**config.mk**
```make
export PLATFORM = sky130hd
export DESIGN_NAME = box_blur_row_filter
export DESIGN_NICKNAME = d
export VERILOG_FILES = /design/src/sv/bbrf_pkg.sv /design/src/sv/bbrf_cell.sv /design/src/sv/bbrf_window.sv /design/src/sv/bbrf_out.sv /design/src/sv/box_blur_row_filter.sv
export SDC_FILE = /design/constraint.sdc
export NUM_CORES = 1
export LEC_CHECK = 0
export BUFFER_PORTS_ARGS = -buffer_cell sky130_fd_sc_hd__buf_2
export CAP_MARGIN = 20
export CORE_MARGIN = 4
export CORE_UTILIZATION = 64
export CTS_CLUSTER_SIZE = 28
export DETAILED_ROUTE_END_ITERATION = 8
export PLACE_DENSITY_LB_ADDON = 0.2
export SYNTH_ARGS = -nofsm -noshare
export SYNTH_HDL_FRONTEND = slang
export SYNTH_SLANG_ARGS = --single-unit
```
**constraint.sdc**
```tcl
create_clock -name clock -period 7.6 [get_ports clock]
set_clock_uncertainty 0.15 [all_clocks]
set_input_delay 1.52 -clock clock [delete_from_list [all_inputs] [get_ports clock]]
set_output_delay 1.52 -clock clock [all_outputs]
set_load 0.02 [all_outputs]
```
**src/sv/bbrf_pkg.sv**
```systemverilog
`timescale 1ns / 1ps
`default_nettype none
package bbrf_pkg;

   localparam int MAX_RADIUS  = 15;
   localparam int WIN_DEPTH   = 2 * MAX_RADIUS + 1;
   localparam int WIN_IDX_W   = $clog2(WIN_DEPTH);
   localparam int RAD_W       = 4;
   localparam int PIX_W       = 8;
   localparam int SUM_W       = $clog2(WIN_DEPTH * 255 + 1);
   localparam int MAX_WIDTH   = 4096;
   localparam int ROWS_LIMIT  = 4096;
   localparam int COL_W       = 12;
   localparam int ROW_W       = 12;
   localparam int REG_W       = 13;
   localparam int CSR_IDX_W   = 2;
   localparam int RECIP_SHIFT = 18;
   localparam int RECIP_W     = RECIP_SHIFT + 1;
   localparam int PROD_W      = SUM_W + RECIP_W;

   localparam logic [CSR_IDX_W-1:0] CSR_RADIUS    = 2'd0;
   localparam logic [CSR_IDX_W-1:0] CSR_ROW_WIDTH = 2'd1;
   localparam logic [CSR_IDX_W-1:0] CSR_ROW_COUNT = 2'd2;

   localparam logic [RAD_W-1:0] RADIUS_RESET    = 4'd1;
   localparam logic [REG_W-1:0] ROW_WIDTH_RESET = 13'd640;
   localparam logic [REG_W-1:0] ROW_COUNT_RESET = 13'd480;

   typedef struct packed {
      logic             step;
      logic             fill;
      logic [PIX_W-1:0] px;
   } win_ctl_type;

   typedef struct packed {
      logic [SUM_W-1:0] sum;
      logic             last_row;
      logic             last_frame;
   } emit_type;

   // ceil(2^18 / (2r+1)), exact floor division for sums below 2^13
   function automatic logic [RECIP_W-1:0] recip_of(input logic [RAD_W-1:0] r);
      logic [RECIP_W-1:0] m;
      case (r)
         4'd0:    m = 19'd262144;
         4'd1:    m = 19'd87382;
         4'd2:    m = 19'd52429;
         4'd3:    m = 19'd37450;
         4'd4:    m = 19'd29128;
         4'd5:    m = 19'd23832;
         4'd6:    m = 19'd20165;
         4'd7:    m = 19'd17477;
         4'd8:    m = 19'd15421;
         4'd9:    m = 19'd13798;
         4'd10:   m = 19'd12484;
         4'd11:   m = 19'd11398;
         4'd12:   m = 19'd10486;
         4'd13:   m = 19'd9710;
         4'd14:   m = 19'd9040;
         4'd15:   m = 19'd8457;
         default: m = 19'd262144;
      endcase
      return m;
   endfunction

endpackage
`default_nettype wire

```
**src/sv/bbrf_cell.sv**
```systemverilog
`timescale 1ns / 1ps
`default_nettype none
module bbrf_cell (
   input  wire logic                      clock,
   input  wire logic                      step,
   input  wire logic                      fill,
   input  wire logic [bbrf_pkg::PIX_W-1:0] fill_px,
   input  wire logic [bbrf_pkg::PIX_W-1:0] left_px,
   input  wire logic                      is_tail,
   output logic      [bbrf_pkg::PIX_W-1:0] pix,
   output logic      [bbrf_pkg::PIX_W-1:0] tap
);

   logic [bbrf_pkg::PIX_W-1:0] pix_ff;
   logic [bbrf_pkg::PIX_W-1:0] pix_in;

   always_comb begin
      pix_in = pix_ff;
      if (step) begin
         pix_in = fill ? fill_px : left_px;
      end
   end

   always_ff @(posedge clock) begin
      pix_ff <= pix_in;
   end

   assign pix = pix_ff;
   assign tap = pix_ff & {bbrf_pkg::PIX_W{is_tail}};

endmodule
`default_nettype wire

```
**src/sv/bbrf_window.sv**
```systemverilog
`timescale 1ns / 1ps
`default_nettype none
module bbrf_window (
   input  wire logic                           clock,
   input  wire logic                           reset,
   input  wire bbrf_pkg::win_ctl_type          ctl,
   input  wire logic      [bbrf_pkg::RAD_W-1:0] radius,
   output logic           [bbrf_pkg::SUM_W-1:0] sum_next
);

   logic [bbrf_pkg::PIX_W-1:0]     pix  [bbrf_pkg::WIN_DEPTH];
   logic [bbrf_pkg::PIX_W-1:0]     taps [bbrf_pkg::WIN_DEPTH];
   logic [bbrf_pkg::PIX_W-1:0]     drop;
   logic [bbrf_pkg::WIN_IDX_W-1:0] tail_idx;
   logic [bbrf_pkg::SUM_W-1:0]     sum_ff;
   logic [bbrf_pkg::SUM_W-1:0]     sum_in;
   logic [bbrf_pkg::SUM_W-1:0]     span;

   assign tail_idx = {radius, 1'b0};
   assign span     = bbrf_pkg::SUM_W'({radius, 1'b1});

   for (genvar i = 0; i < bbrf_pkg::WIN_DEPTH; i++) begin : g_cell
      logic [bbrf_pkg::PIX_W-1:0] left;
      if (i == 0) begin : g_head
         assign left = ctl.px;
      end else begin : g_body
         assign left = pix[i-1];
      end
      bbrf_cell u_cell (
         .clock   (clock),
         .step    (ctl.step),
         .fill    (ctl.fill),
         .fill_px (ctl.px),
         .left_px (left),
         .is_tail (tail_idx == bbrf_pkg::WIN_IDX_W'(i)),
         .pix     (pix[i]),
         .tap     (taps[i])
      );
   end

   always_comb begin
      drop = '0;
      for (int i = 0; i < bbrf_pkg::WIN_DEPTH; i++) begin
         drop = drop | taps[i];
      end
   end

   always_comb begin
      if (ctl.fill) begin
         sum_in = bbrf_pkg::SUM_W'(span * bbrf_pkg::SUM_W'(ctl.px));
      end else begin
         sum_in = sum_ff + bbrf_pkg::SUM_W'(ctl.px) - bbrf_pkg::SUM_W'(drop);
      end
   end

   always_ff @(posedge clock) begin
      if (reset) begin
         sum_ff <= '0;
      end else if (ctl.step) begin
         sum_ff <= sum_in;
      end
   end

   assign sum_next = sum_in;

endmodule
`default_nettype wire

```
**src/sv/bbrf_out.sv**
```systemverilog
`timescale 1ns / 1ps
`default_nettype none
module bbrf_out (
   input  wire logic                           clock,
   input  wire logic                           reset,
   input  wire logic                           load,
   input  wire bbrf_pkg::emit_type             emit,
   input  wire logic      [bbrf_pkg::RAD_W-1:0] radius,
   output logic                                ready,
   output logic                                rsp_valid,
   input  wire logic                           rsp_stall,
   output logic           [bbrf_pkg::PIX_W-1:0] rsp_pixel_out,
   output logic                                rsp_last_in_row,
   output logic                                rsp_last_in_frame
);

   logic                          s1_valid_ff;
   logic                          s1_valid_in;
   bbrf_pkg::emit_type            s1_ff;
   logic                          out_valid_ff;
   logic                          out_valid_in;
   logic [bbrf_pkg::PIX_W-1:0]    out_pix_ff;
   logic                          out_row_ff;
   logic                          out_frame_ff;
   logic                          advance;
   logic [bbrf_pkg::PROD_W-1:0]   product;
   logic [bbrf_pkg::PIX_W-1:0]    quot;

   assign advance = !out_valid_ff || !rsp_stall;
   assign ready   = !s1_valid_ff || advance;

   // multiply by reciprocal of the window span
   assign product = bbrf_pkg::PROD_W'(s1_ff.sum) * bbrf_pkg::PROD_W'(bbrf_pkg::recip_of(radius));
   assign quot    = product[bbrf_pkg::RECIP_SHIFT +: bbrf_pkg::PIX_W];

   always_comb begin
      s1_valid_in = s1_valid_ff;
      if (load) begin
         s1_valid_in = 1'b1;
      end else if (advance) begin
         s1_valid_in = 1'b0;
      end
      out_valid_in = advance ? s1_valid_ff : out_valid_ff;
   end

   always_ff @(posedge clock) begin
      if (reset) begin
         s1_valid_ff  <= 1'b0;
         out_valid_ff <= 1'b0;
      end else begin
         s1_valid_ff  <= s1_valid_in;
         out_valid_ff <= out_valid_in;
      end
   end

   always_ff @(posedge clock) begin
      if (load) begin
         s1_ff <= emit;
      end
      if (advance && s1_valid_ff) begin
         out_pix_ff   <= quot;
         out_row_ff   <= s1_ff.last_row;
         out_frame_ff <= s1_ff.last_frame;
      end
   end

   assign rsp_valid         = out_valid_ff;
   assign rsp_pixel_out     = out_pix_ff;
   assign rsp_last_in_row   = out_row_ff;
   assign rsp_last_in_frame = out_frame_ff;

endmodule
`default_nettype wire

```
**src/sv/box_blur_row_filter.sv**
```systemverilog
// Horizontal box blur over a pixel stream, edge pixels replicated.
// Input transactions (req_valid/req_stall) carry one 8-bit pixel each, rows
// in order left to right. Output transactions (rsp_valid/rsp_stall) carry the
// blurred pixel with end-of-row and end-of-frame flags.
// One pixel is taken per cycle while req_stall is low. After the last pixel of a row
// the window of cells is stepped radius more times with the replicated edge pixel,
// and req_stall stays high meanwhile.
// Output k of a row is held in the internal stage as a running sum after the window
// step that completes it, then leaves the output register after the reciprocal multiply.
// The first radius pixels of a row produce no transaction.
// When rsp_stall holds a result, one more result may wait in the internal
// stage; after that req_stall rises until the output side moves again.
// Config writes (csr_valid/csr_ready, index 0 radius, 1 row width, 2 row count)
// are always accepted and restart the frame; write only while idle.
// Synchronous reset: radius 1, row width 640, row count 480, frame restarted,
// no results pending. Window cells are not reset; each row refills them.
`timescale 1ns / 1ps
`default_nettype none
module box_blur_row_filter (
   input  wire logic                             clock,
   input  wire logic                             reset,
   input  wire logic                             req_valid,
   output logic                                  req_stall,
   input  wire logic        [bbrf_pkg::PIX_W-1:0] req_pixel,
   output logic                                  rsp_valid,
   input  wire logic                             rsp_stall,
   output logic             [bbrf_pkg::PIX_W-1:0] rsp_pixel_out,
   output logic                                  rsp_last_in_row,
   output logic                                  rsp_last_in_frame,
   input  wire logic                             csr_valid,
   output logic                                  csr_ready,
   input  wire logic    [bbrf_pkg::CSR_IDX_W-1:0] csr_index,
   input  wire logic        [bbrf_pkg::REG_W-1:0] csr_data
);

   logic [bbrf_pkg::RAD_W-1:0] radius_ff;
   logic [bbrf_pkg::REG_W-1:0] width_ff;
   logic [bbrf_pkg::REG_W-1:0] rows_ff;
   logic [bbrf_pkg::COL_W-1:0] column_ff;
   logic [bbrf_pkg::COL_W-1:0] column_in;
   logic [bbrf_pkg::ROW_W-1:0] row_ff;
   logic [bbrf_pkg::ROW_W-1:0] row_in;
   logic                       tail_busy_ff;
   logic                       tail_busy_in;
   logic [bbrf_pkg::RAD_W-1:0] tail_m_ff;
   logic [bbrf_pkg::RAD_W-1:0] tail_m_in;
   logic [bbrf_pkg::COL_W-1:0] tail_col_ff;
   logic [bbrf_pkg::PIX_W-1:0] tail_px_ff;
   logic                       tail_fe_ff;

   logic [bbrf_pkg::REG_W-1:0] width_eff;
   logic [bbrf_pkg::REG_W-1:0] rows_eff;
   logic                       stage_ready;
   logic                       take;
   logic                       tail_step;
   logic                       col_final;
   logic                       frame_end;
   logic                       do_emit;
   logic                       csr_write;
   bbrf_pkg::win_ctl_type      win_ctl;
   bbrf_pkg::emit_type         emit;
   logic [bbrf_pkg::SUM_W-1:0] sum_next;

   always_comb begin
      if (width_ff == '0) begin
         width_eff = bbrf_pkg::REG_W'(1);
      end else if (width_ff > bbrf_pkg::REG_W'(bbrf_pkg::MAX_WIDTH)) begin
         width_eff = bbrf_pkg::REG_W'(bbrf_pkg::MAX_WIDTH);
      end else begin
         width_eff = width_ff;
      end
      if (rows_ff == '0) begin
         rows_eff = bbrf_pkg::REG_W'(1);
      end else if (rows_ff > bbrf_pkg::REG_W'(bbrf_pkg::ROWS_LIMIT)) begin
         rows_eff = bbrf_pkg::REG_W'(bbrf_pkg::ROWS_LIMIT);
      end else begin
         rows_eff = rows_ff;
      end
   end

   assign csr_ready = 1'b1;
   assign csr_write = csr_valid && csr_ready;
   assign req_stall = tail_busy_ff || !stage_ready;
   assign take      = req_valid && !req_stall;
   assign tail_step = tail_busy_ff && stage_ready;
   assign col_final = ({1'b0, column_ff} + bbrf_pkg::REG_W'(1)) >= width_eff;
   assign frame_end = ({1'b0, row_ff} + bbrf_pkg::REG_W'(1)) >= rows_eff;

   always_comb begin
      win_ctl.step = take || tail_step;
      win_ctl.fill = take && (column_ff == '0);
      win_ctl.px   = tail_busy_ff ? tail_px_ff : req_pixel;
      emit.sum     = sum_next;
      if (tail_busy_ff) begin
         do_emit         = ({1'b0, tail_col_ff} + bbrf_pkg::REG_W'(tail_m_ff))
                           >= bbrf_pkg::REG_W'(radius_ff);
         emit.last_row   = tail_m_ff == radius_ff;
         emit.last_frame = (tail_m_ff == radius_ff) && tail_fe_ff;
      end else begin
         do_emit         = column_ff >= bbrf_pkg::COL_W'(radius_ff);
         emit.last_row   = col_final && (radius_ff == '0);
         emit.last_frame = col_final && (radius_ff == '0) && frame_end;
      end
   end

   always_comb begin
      column_in    = column_ff;
      row_in       = row_ff;
      tail_busy_in = tail_busy_ff;
      tail_m_in    = tail_m_ff;
      if (tail_step) begin
         tail_m_in = tail_m_ff + bbrf_pkg::RAD_W'(1);
         if (tail_m_ff == radius_ff) begin
            tail_busy_in = 1'b0;
         end
      end
      if (take) begin
         if (col_final) begin
            column_in = '0;
            row_in    = frame_end ? '0 : row_ff + bbrf_pkg::ROW_W'(1);
            if (radius_ff != '0) begin
               tail_busy_in = 1'b1;
               tail_m_in    = bbrf_pkg::RAD_W'(1);
            end
         end else begin
            column_in = column_ff + bbrf_pkg::COL_W'(1);
         end
      end
      if (csr_write && (csr_index == bbrf_pkg::CSR_RADIUS
                        || csr_index == bbrf_pkg::CSR_ROW_WIDTH
                        || csr_index == bbrf_pkg::CSR_ROW_COUNT)) begin
         column_in = '0;
         row_in    = '0;
      end
   end

   always_ff @(posedge clock) begin
      if (reset) begin
         radius_ff    <= bbrf_pkg::RADIUS_RESET;
         width_ff     <= bbrf_pkg::ROW_WIDTH_RESET;
         rows_ff      <= bbrf_pkg::ROW_COUNT_RESET;
         column_ff    <= '0;
         row_ff       <= '0;
         tail_busy_ff <= 1'b0;
         tail_m_ff    <= '0;
      end else begin
         column_ff    <= column_in;
         row_ff       <= row_in;
         tail_busy_ff <= tail_busy_in;
         tail_m_ff    <= tail_m_in;
         if (csr_write) begin
            case (csr_index)
               bbrf_pkg::CSR_RADIUS:    radius_ff <= csr_data[bbrf_pkg::RAD_W-1:0];
               bbrf_pkg::CSR_ROW_WIDTH: width_ff  <= csr_data;
               bbrf_pkg::CSR_ROW_COUNT: rows_ff   <= csr_data;
               default: ;
            endcase
         end
      end
   end

   // edge pixel and row position kept for the end-of-row flush
   always_ff @(posedge clock) begin
      if (take && col_final) begin
         tail_col_ff <= column_ff;
         tail_px_ff  <= req_pixel;
         tail_fe_ff  <= frame_end;
      end
   end

   bbrf_window u_window (
      .clock    (clock),
      .reset    (reset),
      .ctl      (win_ctl),
      .radius   (radius_ff),
      .sum_next (sum_next)
   );

   bbrf_out u_out (
      .clock             (clock),
      .reset             (reset),
      .load              (win_ctl.step && do_emit),
      .emit              (emit),
      .radius            (radius_ff),
      .ready             (stage_ready),
      .rsp_valid         (rsp_valid),
      .rsp_stall         (rsp_stall),
      .rsp_pixel_out     (rsp_pixel_out),
      .rsp_last_in_row   (rsp_last_in_row),
      .rsp_last_in_frame (rsp_last_in_frame)
   );

endmodule
`default_nettype wire

```
==> out/results.ini <==
[clock_network]
hold_buffers = 0
cts_tree = yes
clock-sinks = 386
h-tree-depth = 2
numCtsBuffers = 41
postCtsResizedCells = 0
clock_path_buffers = 3
clkLatencyLatePin_ps = 570
ctsRootBufferMaster = clkbuf_16
postCtsSetupBuffers = 0
clk_pin_slew_ps = 60

[pwr]
sequentialPowerShare_pct = 29.0
cellPowerDensity_nw_per_um2 = 358
pwr-share-clk_pct = 19.3
ir_drop_mv = 0.429
p_leak_nw = 11.2
p_sw_mw = 3.86
swShare_pct = 39.4
p_comb_share_pct = 51.7
internal-power_mw = 5.95

[critical_path]
crit_buf_inv = 1
rr_startpoint = u_out.s1_ff[6]
slowest_stage = edfxtp_1
cp_max_fo = 18
reg2reg_depth = 14
critPathArrivalTime_ps = 5940
start_kind = flip-flop
cpPeakStageDelay_ps = 810
cpMostUsedCell = fa_1
r2r_slack_ps = 1810
cp_cell_sequence = nand2_1 -> fa_1 -> fa_1 -> fa_1 -> fa_1 -> inv_1 -> fa_1 -> ha_1 -> a21o_1 -> or4_1 -> o22ai_1 -> a21boi_1 -> a221oi_1 -> xnor2_1
crit_type = flip-flop to flip-flop
cp_top_family = adder cells
rr_endpoint = u_out.rsp_pixel_out[7]
required_ps = 7750
end_kind = flip-flop

[yosys]
synth.top_cell.area_share_pct = 34.5
yosysWarnings = 0
synth_compound_area_share_pct = 7.56
ys.flop_type = edfxtp_1
synth_edf_count = 294
synthMuxAreaShare_pct = 1.98
ys_types = 78
synth_top_cell_by_area = edfxtp_1
synth_fa_ha_area_share_pct = 21.9
netlist_area_um2 = 25600
synth-xor-area-share_pct = 2.16
async_flop_share_pct = 0
yosysSeqAreaShare_pct = 41.7
ys_ff_latch = 386
synth_top_family_by_area = adder cells
yosys-top-cells-area = edfxtp_1 (35%), fa_1 (15%), nor2_1 (8.5%), dfxtp_1 (7.2%), ha_1 (6.8%)
synthCells = 2622
syn_avg_cell_area_um2 = 9.76
synthSimpleGateAreaFrac_pct = 19.1
syn_nets = 2982

[grt]
antenna_found_initial = 0
overflow = 0
grt_pass1_wl_um = 95000
grt_pass1_vias = 18300
grt_usage_pct = 26.7
grt_max_degree = 168

[place]
place_congestion = 0.912
hpwl_um = 40600
placed_cell_area_um2 = 26000
io_buffers = 39

[timing]
slew_violations = 0
fin_tns_setup_ps = 0
worst_pin_slew_ps = 1060
relSlewSlack_pct = 29.2
setup_viol_count_final = 0
rsz0062_at_grt = no
period_needed_ps = 5790
finalCritPeriodShare_pct = 76.2
hold_viol_final = 0
max_freq_mhz = 173

[floorplan]
die_x_um = 208
die_h_um = 208
pin_count = 41
initial_utilization_pct = 65.4
dieArea_um2 = 43200
core-area_um2 = 39100
num_rows = 72

[finish]
fin_area_um2 = 27400
seqCellArea_um2 = 10700
n_fill_cell = 2950
nNetsFinal = 2948
multiInputGateArea_um2 = 13500
n_antenna_cell = 0
drive_above_1_share_pct = 6.53
area_delta_synth_final_pct = 6.98
final_core_util_pct = 70.0

[route]
drtIter0Drc = 1886
routedWlPerCell_um = 18.5
drc = 0
antenna_left = 0
drtPass1Iterations = 7
wl_um = 58100
vias_per_cell = 5.90
vias = 18500

[worst_hold_path]
min_from = u_out.s1_ff[0]
hp-class = flip-flop to flip-flop
whs_endpoint = u_out.rsp_last_in_frame
hold-path-cell-count = 0

[status]
status = finished, final reports clean

[run]
cap_viol_max_count = 0

routing by layer:
| metal | vias up | GRT usage (%) | share of wire (%) |
|---|---|---|---|
| li1 | 8604 | - | - |
| met5 | - | 0 | 0 |
| met1 | 9031 | 39.7 | 43 |
| met2 | 754 | 41.4 | 46 |
| met4 | 0 | 8.18 | 2.9 |
| met3 | 129 | 3.77 | 7.7 |
worst max-delay path by stage:
stage                     slack [ps]            from                endpoint  cells past startpoint
final                           1810  u_out.s1_ff[6]  u_out.rsp_pixel_out[7]                     14
after global routing            1630  u_out.s1_ff[6]  u_out.rsp_pixel_out[7]                     14
after CTS                       1890  u_out.s1_ff[6]  u_out.rsp_pixel_out[7]                     14
after detailed placement        1890  u_out.s1_ff[6]  u_out.rsp_pixel_out[7]                     14
after global placement          2060  u_out.s1_ff[6]  u_out.rsp_pixel_out[7]                     14
after floorplan                 1770       rsp_stall     u_window.sum_ff[11]                      8
through the flow:
step / worst slack (ps) / hold slack [ps] / total power, mW / std cells
detailed placement: 1890 / 264 / 7.90 / 3057
global route: 1630 / 281 / 10.7 / 3137
finish: 1810 / 274 / 9.81 / 3137
floorplan: 1770 / 250 / 6.75 / 2622
CTS: 1890 / 277 / 9.82 / 3131
global placement: 2060 / 253 / 7.63 / 3055
kinds of logic (layout without fill, tap and decap cells):
logic type / after synthesis / after routing
DFF: 386 / 386
xor gates and xnor gates: 63 / 63
AOI/OAI and AO/OA: 299 / 299
other: 1 / 1
adders and majority gates: 332 / 332
muxes: 45 / 45
and+or+nand+nor: 1139 / 1139
buffers and inverters: 357 / 354
synth_stat cells, drive strengths merged (6+ instances only):
master / n
nor2: 580
nand2: 316
edfxtp: 294
inv: 215
fa: 192
ha: 140
a21oi: 96
and2: 96
dfxtp: 92
buf: 70
clkbuf: 70
o21ai: 53
xnor2: 37
nand3: 35
nor3: 29
xor2: 26
mux2i: 22
mux2: 21
a211oi: 19
and3: 19
a21o: 18
a22oi: 17
o22ai: 13
a31oi: 12
nor4: 12
nand2b: 10
a221oi: 9
a32oi: 9
nand4: 9
o21a: 9
nand3b: 6
final cells by class:
cell class,count,share of cell area [%]
clock buffers,47,3.83
clock inverters,27,0.791
inverters,217,3.00
multi-input cells,1879,49.3
flip-flops and latches,386,39.0
well taps,518,2.37
repair buffers,63,1.68
flip-flops by register name (all words and copies together) (netlist names), named ones only:
name and count:
rows_ff 13, u_out.rsp_last_in_frame 1, u_out.rsp_valid 1, tail_px_ff 8, row_ff 12, tail_busy_ff 1
tail_m_ff 4, tail_col_ff 12, u_out.rsp_pixel_out 8, u_out.s1_valid_ff 1, tail_fe_ff 1, u_window.sum_ff 13
u_out.rsp_last_in_row 1, column_ff 12, width_ff 13, u_out.s1_ff 15, radius_ff 4, u_window.g_cell.u_cell.pix 248
cells in the final DEF (no fill, tap or decap), drive strengths merged, types with 5 or more instances in the layout:
cell type | Yosys | final
a211oi | 19 | 19
a21o | 18 | 18
a21oi | 96 | 96
a221oi | 9 | 9
a22oi | 17 | 17
a31oi | 12 | 12
a32oi | 9 | 9
and2 | 96 | 96
and3 | 19 | 19
buf | 70 | 63
clkbuf | 70 | 47
clkinv | 2 | 23
dfxtp | 92 | 92
edfxtp | 294 | 294
fa | 192 | 192
ha | 140 | 140
inv | 215 | 217
mux2 | 21 | 21
mux2i | 22 | 22
nand2 | 316 | 316
nand2b | 10 | 10
nand3 | 35 | 35
nand3b | 6 | 6
nand4 | 9 | 9
nor2 | 580 | 580
nor2b | 5 | 5
nor3 | 29 | 29
nor4 | 12 | 12
o21a | 9 | 9
o21ai | 53 | 53
o21bai | 5 | 5
o22ai | 13 | 13
xnor2 | 37 | 37
xor2 | 26 | 26
power groups by stage:
stage	combinational (mW)	sequential, mW	clock [mW]
after global routing	5.82	2.86	2.00
after detailed placement	5.02	2.88	0
after CTS	5.05	2.84	1.92
after global placement	4.76	2.87	0
final	5.07	2.84	1.90
after floorplan	3.93	2.82	0
worst register-to-register path: cells and delay by family (launching register included):
kind / cells / cell delay (ps)
AOI/OAI and AO/OA: 4 / 910
xor gates and xnor gates: 1 / 120
adders and majority gates: 6 / 2870
buffers and inverters: 1 / 50
DFF: 1 / 810
and+or+nand+nor: 2 / 630
(Power assumes the default switching activity.)
